--- src/rtl/brfo_pkg.sv ---
package brfo_pkg;

    // Built store depth and derived widths.
    localparam int unsigned DEPTH = 256;
    localparam int unsigned AW    = $clog2(DEPTH);
    localparam int unsigned CW    = AW + 1;

    // Capacity after reset.
    localparam logic [CW-1:0] CAP_RESET = CW'(DEPTH);

    // Operation codes.
    localparam logic [2:0] OP_RESET  = 3'd0;
    localparam logic [2:0] OP_WR_BYTE = 3'd1;
    localparam logic [2:0] OP_WR_WORD = 3'd2;
    localparam logic [2:0] OP_RD_BYTE = 3'd3;
    localparam logic [2:0] OP_RD_WORD = 3'd4;
    localparam logic [2:0] OP_REWIND = 3'd5;

    // Commands from the controller to the datapath.
    typedef struct packed {
        logic load;
        logic clear;
        logic wr;
        logic wr_hi;
        logic rd;
        logic cap_lo;
        logic fail;
        logic rewind;
        logic out_load;
    } t_cmd;

    // Status from the datapath to the controller.
    typedef struct packed {
        logic [2:0] op;
        logic       empty;
        logic       under_two;
        logic       out_free;
    } t_sts;

    // Advance a ring position, wrapping at the capacity.
    function automatic logic [AW-1:0] f_step(input logic [AW-1:0] p, input logic [CW-1:0] cap);
        logic [CW-1:0] n;
        n = {1'b0, p} + CW'(1);
        return (n >= cap) ? '0 : n[AW-1:0];
    endfunction

    // Number of bytes held.
    function automatic logic [CW-1:0] f_fill(input logic [AW-1:0] head, input logic [AW-1:0] tail,
                                             input logic full, input logic [CW-1:0] cap);
        logic [CW-1:0] r;
        if (full) begin
            r = cap;
        end else if (head >= tail) begin
            r = {1'b0, head} - {1'b0, tail};
        end else begin
            r = cap + {1'b0, head} - {1'b0, tail};
        end
        return r;
    endfunction

endpackage

--- src/rtl/byte_ring_fifo_overwrite_core.sv ---
// Each result passes the controller states STEP1 and FINISH, with STEP2 between them for word
// writes and word reads that succeed, and is then loaded into the output register. The single
// store port moves one byte per cycle and the controller works on one item at a time.
// An input is taken while an earlier result still waits in the output register.
// Reset (synchronous, active low) empties the ring, sets the capacity to 256 and clears the
// written marks, so every slot reads as zero until written; no clearing pass is needed.
module byte_ring_fifo_overwrite_core (
    input  logic                      i_clk,
    input  logic                      i_rst_n,
    input  logic                      i_cfg_wr_en,
    input  logic [brfo_pkg::CW-1:0]   i_cfg_wr_data,
    input  logic                      i_in_valid,
    output logic                      o_in_ready,
    input  logic [2:0]                i_operation,
    input  logic [15:0]               i_write_value,
    input  logic [brfo_pkg::CW-1:0]   i_rewind_length,
    output logic                      o_out_valid,
    input  logic                      i_out_ready,
    output logic [15:0]               o_read_value,
    output logic                      o_status,
    output logic [brfo_pkg::CW-1:0]   o_fill_level,
    output logic                      o_full_flag,
    output logic                      o_empty_flag
);

    brfo_pkg::t_cmd cmd;
    brfo_pkg::t_sts sts;

    // Operation sequencer.
    brfo_ctrl u_ctrl (
        .i_clk      (i_clk),
        .i_rst_n    (i_rst_n),
        .i_in_valid (i_in_valid),
        .o_in_ready (o_in_ready),
        .i_sts      (sts),
        .o_cmd      (cmd)
    );

    // Store, positions and output register.
    brfo_dpath u_dpath (
        .i_clk           (i_clk),
        .i_rst_n         (i_rst_n),
        .i_cmd           (cmd),
        .o_sts           (sts),
        .i_cfg_wr_en     (i_cfg_wr_en),
        .i_cfg_wr_data   (i_cfg_wr_data),
        .i_operation     (i_operation),
        .i_write_value   (i_write_value),
        .i_rewind_length (i_rewind_length),
        .o_out_valid     (o_out_valid),
        .i_out_ready     (i_out_ready),
        .o_read_value    (o_read_value),
        .o_status        (o_status),
        .o_fill_level    (o_fill_level),
        .o_full_flag     (o_full_flag),
        .o_empty_flag    (o_empty_flag)
    );

endmodule

--- src/rtl/brfo_ctrl.sv ---
module brfo_ctrl (
    input  logic            i_clk,
    input  logic            i_rst_n,
    input  logic            i_in_valid,
    output logic            o_in_ready,
    input  brfo_pkg::t_sts  i_sts,
    output brfo_pkg::t_cmd  o_cmd
);

    localparam logic [1:0] S_IDLE   = 2'd0;
    localparam logic [1:0] S_STEP1  = 2'd1;
    localparam logic [1:0] S_STEP2  = 2'd2;
    localparam logic [1:0] S_FINISH = 2'd3;

    logic [1:0]     r_state;
    logic [1:0]     n_state;
    brfo_pkg::t_cmd cmd;

    assign o_in_ready = (r_state == S_IDLE);
    assign o_cmd      = cmd;

    // Sequence each operation over one or two byte steps, then hand off the result.
    always_comb begin
        n_state = r_state;
        cmd     = '0;
        unique case (r_state)
            S_IDLE: begin
                if (i_in_valid) begin
                    cmd.load = 1'b1;
                    n_state  = S_STEP1;
                end
            end
            S_STEP1: begin
                n_state = S_FINISH;
                unique case (i_sts.op)
                    brfo_pkg::OP_RESET: begin
                        cmd.clear = 1'b1;
                    end
                    brfo_pkg::OP_WR_BYTE: begin
                        cmd.wr = 1'b1;
                    end
                    brfo_pkg::OP_WR_WORD: begin
                        cmd.wr  = 1'b1;
                        n_state = S_STEP2;
                    end
                    brfo_pkg::OP_RD_BYTE: begin
                        if (i_sts.empty) begin
                            cmd.fail = 1'b1;
                        end else begin
                            cmd.rd = 1'b1;
                        end
                    end
                    brfo_pkg::OP_RD_WORD: begin
                        if (i_sts.under_two) begin
                            cmd.fail = 1'b1;
                        end else begin
                            cmd.rd  = 1'b1;
                            n_state = S_STEP2;
                        end
                    end
                    brfo_pkg::OP_REWIND: begin
                        cmd.rewind = 1'b1;
                    end
                    default: begin
                    end
                endcase
            end
            S_STEP2: begin
                n_state = S_FINISH;
                if (i_sts.op == brfo_pkg::OP_WR_WORD) begin
                    cmd.wr    = 1'b1;
                    cmd.wr_hi = 1'b1;
                end else begin
                    cmd.cap_lo = 1'b1;
                    cmd.rd     = 1'b1;
                end
            end
            S_FINISH: begin
                if (i_sts.out_free) begin
                    cmd.out_load = 1'b1;
                    n_state      = S_IDLE;
                end
            end
            default: begin
                n_state = S_IDLE;
            end
        endcase
    end

    // State register.
    always_ff @(posedge i_clk) begin
        if (!i_rst_n) begin
            r_state <= S_IDLE;
        end else begin
            r_state <= n_state;
        end
    end

endmodule

--- src/rtl/brfo_dpath.sv ---
module brfo_dpath (
    input  logic                      i_clk,
    input  logic                      i_rst_n,
    input  brfo_pkg::t_cmd            i_cmd,
    output brfo_pkg::t_sts            o_sts,
    input  logic                      i_cfg_wr_en,
    input  logic [brfo_pkg::CW-1:0]   i_cfg_wr_data,
    input  logic [2:0]                i_operation,
    input  logic [15:0]               i_write_value,
    input  logic [brfo_pkg::CW-1:0]   i_rewind_length,
    output logic                      o_out_valid,
    input  logic                      i_out_ready,
    output logic [15:0]               o_read_value,
    output logic                      o_status,
    output logic [brfo_pkg::CW-1:0]   o_fill_level,
    output logic                      o_full_flag,
    output logic                      o_empty_flag
);

    // Byte store with a written mark per slot; an unwritten slot reads as zero.
    logic [7:0]                 mem [brfo_pkg::DEPTH];
    logic [brfo_pkg::DEPTH-1:0] r_written;
    logic [7:0]                 r_q;
    logic                       r_q_vld;

    logic [brfo_pkg::AW-1:0] r_head, n_head;
    logic [brfo_pkg::AW-1:0] r_tail, n_tail;
    logic                    r_full, n_full;
    logic [brfo_pkg::CW-1:0] r_cap;
    logic [brfo_pkg::CW-1:0] cfg_cap;

    logic [2:0]              r_op;
    logic [15:0]             r_wval;
    logic [brfo_pkg::CW-1:0] r_len;
    logic                    r_fail;
    logic [7:0]              r_lo;

    logic [7:0]              rd_byte;
    logic [7:0]              wr_byte;
    logic [brfo_pkg::CW-1:0] fill;
    logic                    empty;
    logic [brfo_pkg::CW-1:0] clamp_len;
    logic [brfo_pkg::CW:0]   rew_sum;
    logic [brfo_pkg::AW-1:0] head_step;
    logic [15:0]             res_value;

    logic                    r_o_valid;
    logic [15:0]             r_o_value;
    logic                    r_o_status;
    logic [brfo_pkg::CW-1:0] r_o_fill;
    logic                    r_o_full;
    logic                    r_o_empty;

    // Current level and flags.
    assign fill    = brfo_pkg::f_fill(r_head, r_tail, r_full, r_cap);
    assign empty   = !r_full && (r_head == r_tail);
    assign rd_byte = r_q_vld ? r_q : 8'h00;
    assign wr_byte = i_cmd.wr_hi ? r_wval[15:8] : r_wval[7:0];

    assign o_sts.op        = r_op;
    assign o_sts.empty     = empty;
    assign o_sts.under_two = (fill < brfo_pkg::CW'(2));
    assign o_sts.out_free  = !r_o_valid || i_out_ready;

    // Clamp a configured capacity to 1..DEPTH.
    always_comb begin
        if (i_cfg_wr_data == '0) begin
            cfg_cap = brfo_pkg::CW'(1);
        end else if (i_cfg_wr_data > brfo_pkg::CAP_RESET) begin
            cfg_cap = brfo_pkg::CAP_RESET;
        end else begin
            cfg_cap = i_cfg_wr_data;
        end
    end

    // Rewind target: head minus the clamped length, modulo the capacity.
    assign clamp_len = (r_len > r_cap) ? r_cap : r_len;
    assign rew_sum   = {2'b00, r_head} + {1'b0, r_cap} - {1'b0, clamp_len};
    assign head_step = brfo_pkg::f_step(r_head, r_cap);

    // Next head, tail and full mark.
    always_comb begin
        n_head = r_head;
        n_tail = r_tail;
        n_full = r_full;
        if (i_cmd.clear) begin
            n_head = '0;
            n_tail = '0;
            n_full = 1'b0;
        end else if (i_cmd.wr) begin
            n_head = head_step;
            if (r_full) begin
                n_tail = brfo_pkg::f_step(r_tail, r_cap);
            end
            n_full = (head_step == n_tail);
        end else if (i_cmd.rd) begin
            n_tail = brfo_pkg::f_step(r_tail, r_cap);
            n_full = 1'b0;
        end else if (i_cmd.rewind) begin
            if (rew_sum >= {1'b0, r_cap}) begin
                n_tail = brfo_pkg::AW'(rew_sum - {1'b0, r_cap});
            end else begin
                n_tail = brfo_pkg::AW'(rew_sum);
            end
        end
    end

    // Position and capacity registers; a capacity write empties the ring.
    always_ff @(posedge i_clk) begin
        if (!i_rst_n) begin
            r_head <= '0;
            r_tail <= '0;
            r_full <= 1'b0;
            r_cap  <= brfo_pkg::CAP_RESET;
        end else if (i_cfg_wr_en) begin
            r_head <= '0;
            r_tail <= '0;
            r_full <= 1'b0;
            r_cap  <= cfg_cap;
        end else begin
            r_head <= n_head;
            r_tail <= n_tail;
            r_full <= n_full;
        end
    end

    // Store write port.
    always_ff @(posedge i_clk) begin
        if (i_cmd.wr) begin
            mem[r_head] <= wr_byte;
        end
    end

    // Written marks, cleared at reset.
    always_ff @(posedge i_clk) begin
        if (!i_rst_n) begin
            r_written <= '0;
        end else if (i_cmd.wr) begin
            r_written[r_head] <= 1'b1;
        end
    end

    // Registered store read at the tail.
    always_ff @(posedge i_clk) begin
        if (i_cmd.rd) begin
            r_q     <= mem[r_tail];
            r_q_vld <= r_written[r_tail];
        end
    end

    // Latch the accepted item and track the low byte and failure of a read.
    always_ff @(posedge i_clk) begin
        if (!i_rst_n) begin
            r_op   <= brfo_pkg::OP_RESET;
            r_fail <= 1'b0;
        end else if (i_cmd.load) begin
            r_op   <= i_operation;
            r_fail <= 1'b0;
        end else if (i_cmd.fail) begin
            r_fail <= 1'b1;
        end
    end

    always_ff @(posedge i_clk) begin
        if (i_cmd.load) begin
            r_wval <= i_write_value;
            r_len  <= i_rewind_length;
        end
        if (i_cmd.cap_lo) begin
            r_lo <= rd_byte;
        end
    end

    // Read data of the finished operation.
    always_comb begin
        if (r_fail) begin
            res_value = 16'h0000;
        end else if (r_op == brfo_pkg::OP_RD_BYTE) begin
            res_value = {8'h00, rd_byte};
        end else if (r_op == brfo_pkg::OP_RD_WORD) begin
            res_value = {rd_byte, r_lo};
        end else begin
            res_value = 16'h0000;
        end
    end

    // Output register; the result waits here until its transfer completes.
    always_ff @(posedge i_clk) begin
        if (!i_rst_n) begin
            r_o_valid <= 1'b0;
        end else if (i_cmd.out_load) begin
            r_o_valid <= 1'b1;
        end else if (i_out_ready) begin
            r_o_valid <= 1'b0;
        end
    end

    always_ff @(posedge i_clk) begin
        if (i_cmd.out_load) begin
            r_o_value  <= res_value;
            r_o_status <= r_fail;
            r_o_fill   <= fill;
            r_o_full   <= r_full;
            r_o_empty  <= empty;
        end
    end

    assign o_out_valid  = r_o_valid;
    assign o_read_value = r_o_value;
    assign o_status     = r_o_status;
    assign o_fill_level = r_o_fill;
    assign o_full_flag  = r_o_full;
    assign o_empty_flag = r_o_empty;

endmodule

--- config.mk ---
export PLATFORM = sky130hd
export DESIGN_NAME = byte_ring_fifo_overwrite_core
export DESIGN_NICKNAME = d
export VERILOG_FILES = /design/src/rtl/brfo_pkg.sv /design/src/rtl/byte_ring_fifo_overwrite_core.sv /design/src/rtl/brfo_ctrl.sv /design/src/rtl/brfo_dpath.sv
export SDC_FILE = /design/constraint.sdc
export NUM_CORES = 2
export LEC_CHECK = 0
export BUFFER_PORTS_ARGS = -buffer_cell sky130_fd_sc_hd__buf_4
export CORE_MARGIN = 2
export CORE_UTILIZATION = 55
export CTS_CLUSTER_DIAMETER = 40
export DETAILED_ROUTE_END_ITERATION = 6
export GPL_TIMING_DRIVEN = 0
export HOLD_SLACK_MARGIN = 0.06
export PLACE_DENSITY_LB_ADDON = 0.1
export SETUP_SLACK_MARGIN = 0.2
export SLEW_MARGIN = 20
export SYNTH_ARGS = -nofsm -noshare
export SYNTH_HDL_FRONTEND = slang
export SYNTH_HIERARCHICAL = 1
export SYNTH_SLANG_ARGS = --single-unit
export TNS_END_PERCENT = 10
--- constraint.sdc ---
create_clock -name i_clk -period 7.8 [get_ports i_clk]
set_input_delay 1.17 -clock i_clk [delete_from_list [all_inputs] [get_ports i_clk]]
set_output_delay 1.17 -clock i_clk [all_outputs]
set_load 0.01 [all_outputs]
* Yosys cells after proc, flatten, opt, wreduce, memory -nomap -nowiden *
Memories as Yosys holds them, arrays and structs flattened. A register that Yosys moved wholly into a read port is not among the register bits.
Index checks and enable logic that the tools add are counted.

operators by class
  multiplexer cells = 54
  equal/unequal tests = 12
  add/subtract/negate cells = 8
  reduce and logical (&&, ||, !) cells = 16
  bitwise operators = 3
  $lt $le $gt $ge = 10

operators with widths
  cell                                                        number
  OR 256 bit                                                  1
  two-way mux 8 bit                                           13
  two-way mux 9 bit                                           5
  two-way mux 1 bit                                           23
  adder 8 x 1 -> 9 bit, second input constant                 2
  >= comparator 9 bit                                         2
  less-than comparator 8 x 9 -> 1 bit, second input constant  2
  == test 8 bit                                               2
  adder 8 x 9 -> 10 bit                                       1
  >= comparator 10 x 9 -> 1 bit                               1
  two-way mux 2 bit                                           5
  subtractor 10 x 9 -> 10 bit                                 1
  adder 9 x 8 -> 9 bit                                        1
  > comparator 9 bit                                          1
  > comparator 9 bit, second input constant                   1
  zero test 9 bit                                             1
  less-than comparator 9 x 2 -> 1 bit, second input constant  1
  subtractor 8 x 8 -> 9 bit                                   1
  subtractor 9 x 8 -> 9 bit                                   1
  binary-select mux 1 bit (select 8 bit)                      1
  demux 1 bit (select 8 bit)                                  1
  >= comparator 8 x 1 -> 1 bit, second input constant         1
  >= comparator 8 bit                                         1
  case mux 1 bit (2 select lines)                             4
  other kinds (20)                                            30

storage, ports and cells
  input port bits = 42
  memories kept = 1
  register bits after elaboration = 351
  memory bits (writable) = 2048
  logic and storage cells = 123
  output and inout port bits = 30

memory list
  name         depth  width  rd ports  clocked after memory_dff  wr ports  line              RTL
  u_dpath.mem  256    8      1         1                         1         brfo_dpath.sv:21  logic [7:0] mem [brfo_pkg::DEPTH];

* Longest topological paths before layout *
  word-level depth = 11
  mapped depth = 28
  gate-level depth less buffers = 28

* Hierarchy *
The synthesis kept the hierarchy.

modules (own cells, without submodules)
  module      cells each  sequential area each (um^2)  times used  area each (um^2)
  brfo_dpath  4627        69346.5                      1           95147.5
  brfo_ctrl   41          40.0                         1           326.6

* Worst setup path before layout *
No wires, ideal clock.

  path kind = register -> register
  from = reg u_dpath/r_cap[1] (netlist name)
  to = reg u_dpath/r_tail[3] (netlist name)
  setup time = 0.071 ns
  slack = 2.050 ns
  arrival time = 5.680 ns
  data required time = 7.729 ns
  stages on the path, launching flop included = 27
  clock period less this slack = 5.750 ns
  path buffers = 0
  cells stage by stage = dfxtp_1 > inv_1 > ha_1 > nor2b_1 > o21a_1 > o21a_1 > o21ai_0 > a21oi_1 > o21ai_0 > a21oi_1 > mux2i_1 > fa_1 > fa_1 > a21o_1 > a21oi_1 > o21bai_1 > a21oi_1 > o21bai_1 > a21oi_1 > xnor2_1 > ha_1 > or3_1 > a31oi_1 > o21ai_1 > mux2i_1 > a221o_1 > a21oi_1

on the way
  word-level cells in the longest chain between the ends = 10
  elaborated cells between the ends (all ways) = 24
  those cells by class = 5 x add/sub; 4 x order compare; 14 x mux; 1 x reduce/logical

ends and longest elaborated chain
  element                              line               RTL
  from (decl)                          brfo_dpath.sv:29   logic [brfo_pkg::CW-1:0] r_cap;
  from (signal assigned)               brfo_dpath.sv:114  r_cap <= brfo_pkg::CAP_RESET;
  from (signal assigned)               brfo_dpath.sv:119  r_cap <= cfg_cap;
  adder 9 x 8 -> 9 bit                 brfo_pkg.sv:56     r = cap + {1'b0, head} - {1'b0, tail};
  subtractor 9 x 8 -> 9 bit            brfo_pkg.sv:56
  two-way mux 9 bit                    brfo_pkg.sv:53     end else if (head >= tail) begin
  two-way mux 9 bit                    brfo_pkg.sv:51     if (full) begin
  less-than comparator 9 x 2 -> 1 bit  brfo_dpath.sv:62   assign o_sts.under_two = (fill < brfo_pkg::CW'(2));
  two-way mux 1 bit                    brfo_ctrl.sv:54    if (i_sts.under_two) begin
  case mux 1 bit (2 select lines)      brfo_ctrl.sv:35    unique case (i_sts.op)
  case mux 1 bit (2 select lines)      brfo_ctrl.sv:26    unique case (r_state)
  two-way mux 8 bit                    brfo_dpath.sv:96   end else if (i_cmd.rd) begin
  two-way mux 8 bit                    brfo_dpath.sv:90   end else if (i_cmd.wr) begin
  to (signal assigned)                 brfo_dpath.sv:122  r_tail <= n_tail;
  to (decl)                            brfo_dpath.sv:27   logic [brfo_pkg::AW-1:0] r_tail, n_tail;

Several ways; a longest one is shown, not always the timed one. The select of a mux whose other input is x is not followed.
A chain may end at the register's enable or synchronous reset.

==> results <==
- The number of nets with antenna violations after routing is 0.
- The final setup violation count is 0.
- The worst path in the final design needs a cycle of roughly 7.4 ns, including I/O delays and setup.
- The area added between synthesis and finish is 16.1%.
- The later pin in the worst-skew pair is clocked with a latency of about 0.99 ns.
- The wire length of the first global-routing pass is between 300,000 and 400,000 µm.
- The worst-case IR drop observed on VDD is ~0.23 mV.
- The number of cells on the worst reg-to-reg path is 21.
- The mapped cell area is 95,500 µm².
- The initial antenna violation count is 27.
- Summing all non-filler instances in the final layout gives an area of approximately 110,000 µm².
- The y dimension of the die is 421 µm.
- Cells with a size suffix above 1 make up 28.9% of the layout.
- The final hold slack is 0.427 ns.
- The clock sink count is roughly 2,400.
- The register bit total from synthesis is around 2,400.
- After layout, the worst path uses 94.8% of the clock period.
- The power density of the placed cells is 300 nW/µm².
- The overall routing resource usage is roughly a third.
- The number of nets in the synthesized netlist is approximately 4,800.
- Headroom to the max-slew limit came out at between 10% and 20%.
- The maximum level of the CTS H-tree is 5.
- The tightest min-delay check is of the input port to register type.
- The die area is approximately 180,000 µm².
- The reg2reg setup slack is 0.40 ns.
- The startpoint of the worst setup timing path is u_dpath/r_tail[1].
- The effective utilization at floorplan is between 50% and 60%.
- The core area is roughly 170,000 µm².
- The number of clock buffers inserted by TritonCTS is roughly 330.
- The routed layout has 51,161 vias.
- The flow ran to the end, and the final reports show no timing, DRC or antenna violations.
- The share of the synthesized area in the top cell type is 66.6%.
- In the layout the commonest cells are sky130_fd_sc_hd__edfxtp_1, sky130_fd_sc_hd__mux4_2, sky130_fd_sc_hd__clkbuf_16.
- Dividing the detail-routed via count by the number of cells gives 6.67.
- The quantity of I/O buffers inserted on ports is 71.
- The count of pins over their slew limit is 0.
- The worst setup path is captured at a register.
- The first routing iteration left 7,751 violations.
- The library cell used most frequently in the layout, excluding fill and tap cells, is sky130_fd_sc_hd__edfxtp_1.
- The number of different library cells used by synthesis comes to 77.
- The via count of the first global-routing pass is about 50,000.
- The most used flip-flop cell after synthesis is sky130_fd_sc_hd__edfxtp_1.
- In the post-route analysis, the smallest setup slack over all paths is roughly 0.40 ns.
- The clock transition time at the flip-flop clock pins of the worst setup and hold paths is about 0.05 ns.
- The largest area contributor in the synthesized netlist is sky130_fd_sc_hd__edfxtp_1.
- Derived from the worst setup path, the maximum achievable clock frequency is about 140 MHz.
- Yosys attributes the largest share of cell area to sky130_fd_sc_hd__edfxtp_1, sky130_fd_sc_hd__mux4_2, sky130_fd_sc_hd__dfxtp_1, sky130_fd_sc_hd__o21a_1, sky130_fd_sc_hd__nor2_1.
- Setup repair after global routing left no endpoint under its margin.
- The die is around 420 µm wide.
- Summed over all layers, the routed wires come to ~270,000 µm.
- In this run, synthesis inferred approximately 2,100 flip-flops with an integrated enable.
- At the end of routability-driven placement, the weighted congestion stood at between 0.9 and 1.
- The setup slack at placement is about 0.080 ns.
- Once layout is complete, the utilization of the core stands at 64.4%.
- The transition time of the tightest slew-check pin is roughly 1.3 ns.
- Summed over all cells, the static leakage comes to roughly 35 nW.
- At the worst endpoint, the required time is between 8 and 9 ns.
- The count of cells resized by post-cts repair is 0.
- After global routing the overflow that remains totals 0.
- The maximum clock skew at final layout is ~0.12 ns.
- The placed standard-cell area is about 100,000 µm².
- The net count of the finished layout is about 5,200.
- The placement row count is roughly 150.
- The total power is 33.2 mW.
- The cell count after synthesis came out at ~4,700.
- The reg-to-reg endpoint is u_dpath/r_tail[7].
- The post-CTS setup-driven buffer insertion count is 0.
- The yosys synthesis warning count is 6.
- The kind of start point of the critical path is a register.
- After synthesis, the mean cell area works out to slightly above 20 µm².
- The buffer levels on the longest clock path is 4.
- CTS placed an instance of sky130_fd_sc_hd__clkbuf_16 at the clock tree root.
- The critical path ends at u_dpath/r_tail[7].
- Max-cap violations in this run came to 0.
- For this run, design rule violations remaining after detail routing come to 0.
- After legalization and detailed placement, the total HPWL measured 186,000 µm.
- The count of TritonRoute iterations in the first routing pass is 7.
- The share of synthesized registers carrying an async set or reset is 0%.
- The worst setup path is of the register to register kind.
- In the final routed layout, each cell accounts on average for 35.6 µm.
- Entering global routing, the biggest net connects approximately 120 pins.
- Sequential elements use ~73% of the synthesized area.
- The endpoint arrival time on the critical path is 8.15 ns.
- The number of hold-repair buffers added at the cts stage is 0.
- The top fanout value on the critical path is 19.
- The TritonCTS clock tree is done.
- The count of final hold-check violations is 0.
- The startpoint of the worst-slack reg-to-reg timing path is u_dpath/r_tail[1].
- During I/O placement, the number of pins put on the boundary was just over 70.
## routing by layer
layer  vias to the layer above  share of wire, %  wire length, µm  GRT usage, %
met2                      3099                45           122000          46.1
met4                        16               5.1            13900          14.1
met1                     27235                39           107000          45.1
met3                       587                11            30900          7.72
li1                      20224                 -                -             -
met5                         -             0.034               94             0
## cells in the mapped netlist, types with 24 or more instances
cell,count
sky130_fd_sc_hd__edfxtp_1,2118
sky130_fd_sc_hd__mux4_2,756
sky130_fd_sc_hd__nor2_1,309
sky130_fd_sc_hd__dfxtp_1,289
sky130_fd_sc_hd__o21a_1,268
sky130_fd_sc_hd__clkbuf_1,177
sky130_fd_sc_hd__nand2_1,74
sky130_fd_sc_hd__ha_1,73
sky130_fd_sc_hd__inv_1,68
sky130_fd_sc_hd__buf_2,60
sky130_fd_sc_hd__a21oi_1,46
sky130_fd_sc_hd__o21ai_0,39
sky130_fd_sc_hd__nand3_1,36
sky130_fd_sc_hd__and2_1,31
sky130_fd_sc_hd__xnor2_1,31
sky130_fd_sc_hd__nor3_1,28
sky130_fd_sc_hd__mux2i_1,24
## flip-flops by register name, summed over array words and instances (netlist names), 2 cells and up
name and count:
u_ctrl/r_state 2, u_dpath/mem 2048, u_dpath/o_fill_level 9, u_dpath/o_read_value 16, u_dpath/r_cap 9, u_dpath/r_head 8
u_dpath/r_len 9, u_dpath/r_lo 8, u_dpath/r_op 3, u_dpath/r_q 8, u_dpath/r_tail 8, u_dpath/r_written 256
u_dpath/r_wval 16
## report_power, final
part / internal [mW] / switching (mW) / total (mW)
registers: 14.8 / 0.0479 / 14.8
clock network: 9.05 / 5.73 / 14.8
logic: 1.23 / 2.40 / 3.63
## per-stage QoR
step                      cells  TNS (ns)
after floorplan            4668         0
after global placement     7049     -3.32
after detailed placement   7080         0
after CTS                  7671         0
after global routing       7671         0
final                      7673         0
## worst max-delay path: stages (launching register included)
cell	delay, ns
sky130_fd_sc_hd__dfxtp_1	0.57
sky130_fd_sc_hd__clkbuf_1	0.50
sky130_fd_sc_hd__clkbuf_2	0.93
sky130_fd_sc_hd__inv_1	0.25
sky130_fd_sc_hd__ha_1	0.37
sky130_fd_sc_hd__nor2b_1	0.14
sky130_fd_sc_hd__o31a_1	0.28
sky130_fd_sc_hd__o31a_1	0.32
sky130_fd_sc_hd__o41a_1	0.33
sky130_fd_sc_hd__clkbuf_1	0.26
sky130_fd_sc_hd__mux2_1	0.39
sky130_fd_sc_hd__mux2i_1	0.20
sky130_fd_sc_hd__nand4bb_1	0.15
sky130_fd_sc_hd__nor4_1	0.47
sky130_fd_sc_hd__o32a_2	0.25
sky130_fd_sc_hd__o2bb2ai_2	0.23
sky130_fd_sc_hd__nor3_1	0.84
sky130_fd_sc_hd__nor3_1	0.09
sky130_fd_sc_hd__a21oi_1	0.15
sky130_fd_sc_hd__nor3_1	0.05
sky130_fd_sc_hd__a221oi_1	0.34
sky130_fd_sc_hd__o22ai_1	0.12
## cell type report
cell class | instances | area, µm²
sequential | 2407 | 69400
fill | 11581 | 61300
multi-input combinational | 1927 | 24900
clock buffer | 400 | 8990
tap | 2310 | 2890
clock inverter | 192 | 1960
timing repair buffer | 102 | 1290
buffer | 261 | 1150
inverter | 72 | 270
antenna | 2 | 5.00
## worst min-delay path by stage
| stage | start | endpoint | slack (ns) | cells after the start |
|---|---|---|---|---|
| after floorplan | u_dpath/r_full | u_dpath/o_full_flag | 0.41 | 0 |
| after global placement | u_dpath/r_written[254] | u_dpath/r_written[254] | 0.44 | 1 |
| after detailed placement | u_dpath/r_written[238] | u_dpath/r_written[238] | 0.45 | 1 |
| after CTS | i_write_value[12] | u_dpath/r_wval[12] | 0.36 | 1 |
| after global routing | i_write_value[12] | u_dpath/r_wval[12] | 0.39 | 1 |
| final | i_rewind_length[3] | u_dpath/r_len[3] | 0.43 | 1 |
## logic make-up (layout without fill, tap and decap cells)
family	count (synthesis)	in the layout	share of synthesized area (%)
AOI/OAI and AO/OA	465	465	3.49
xor gates and xnor gates	37	37	0.339
adders and majority gates	91	91	1.33
buffers and inverters	334	1027	1.42
DFF	2407	2407	72.7
muxes	792	792	18.2
other	0	2	0
and+or+nand+nor	542	542	2.52
Note: power is estimated with default switching activity, not from simulation.
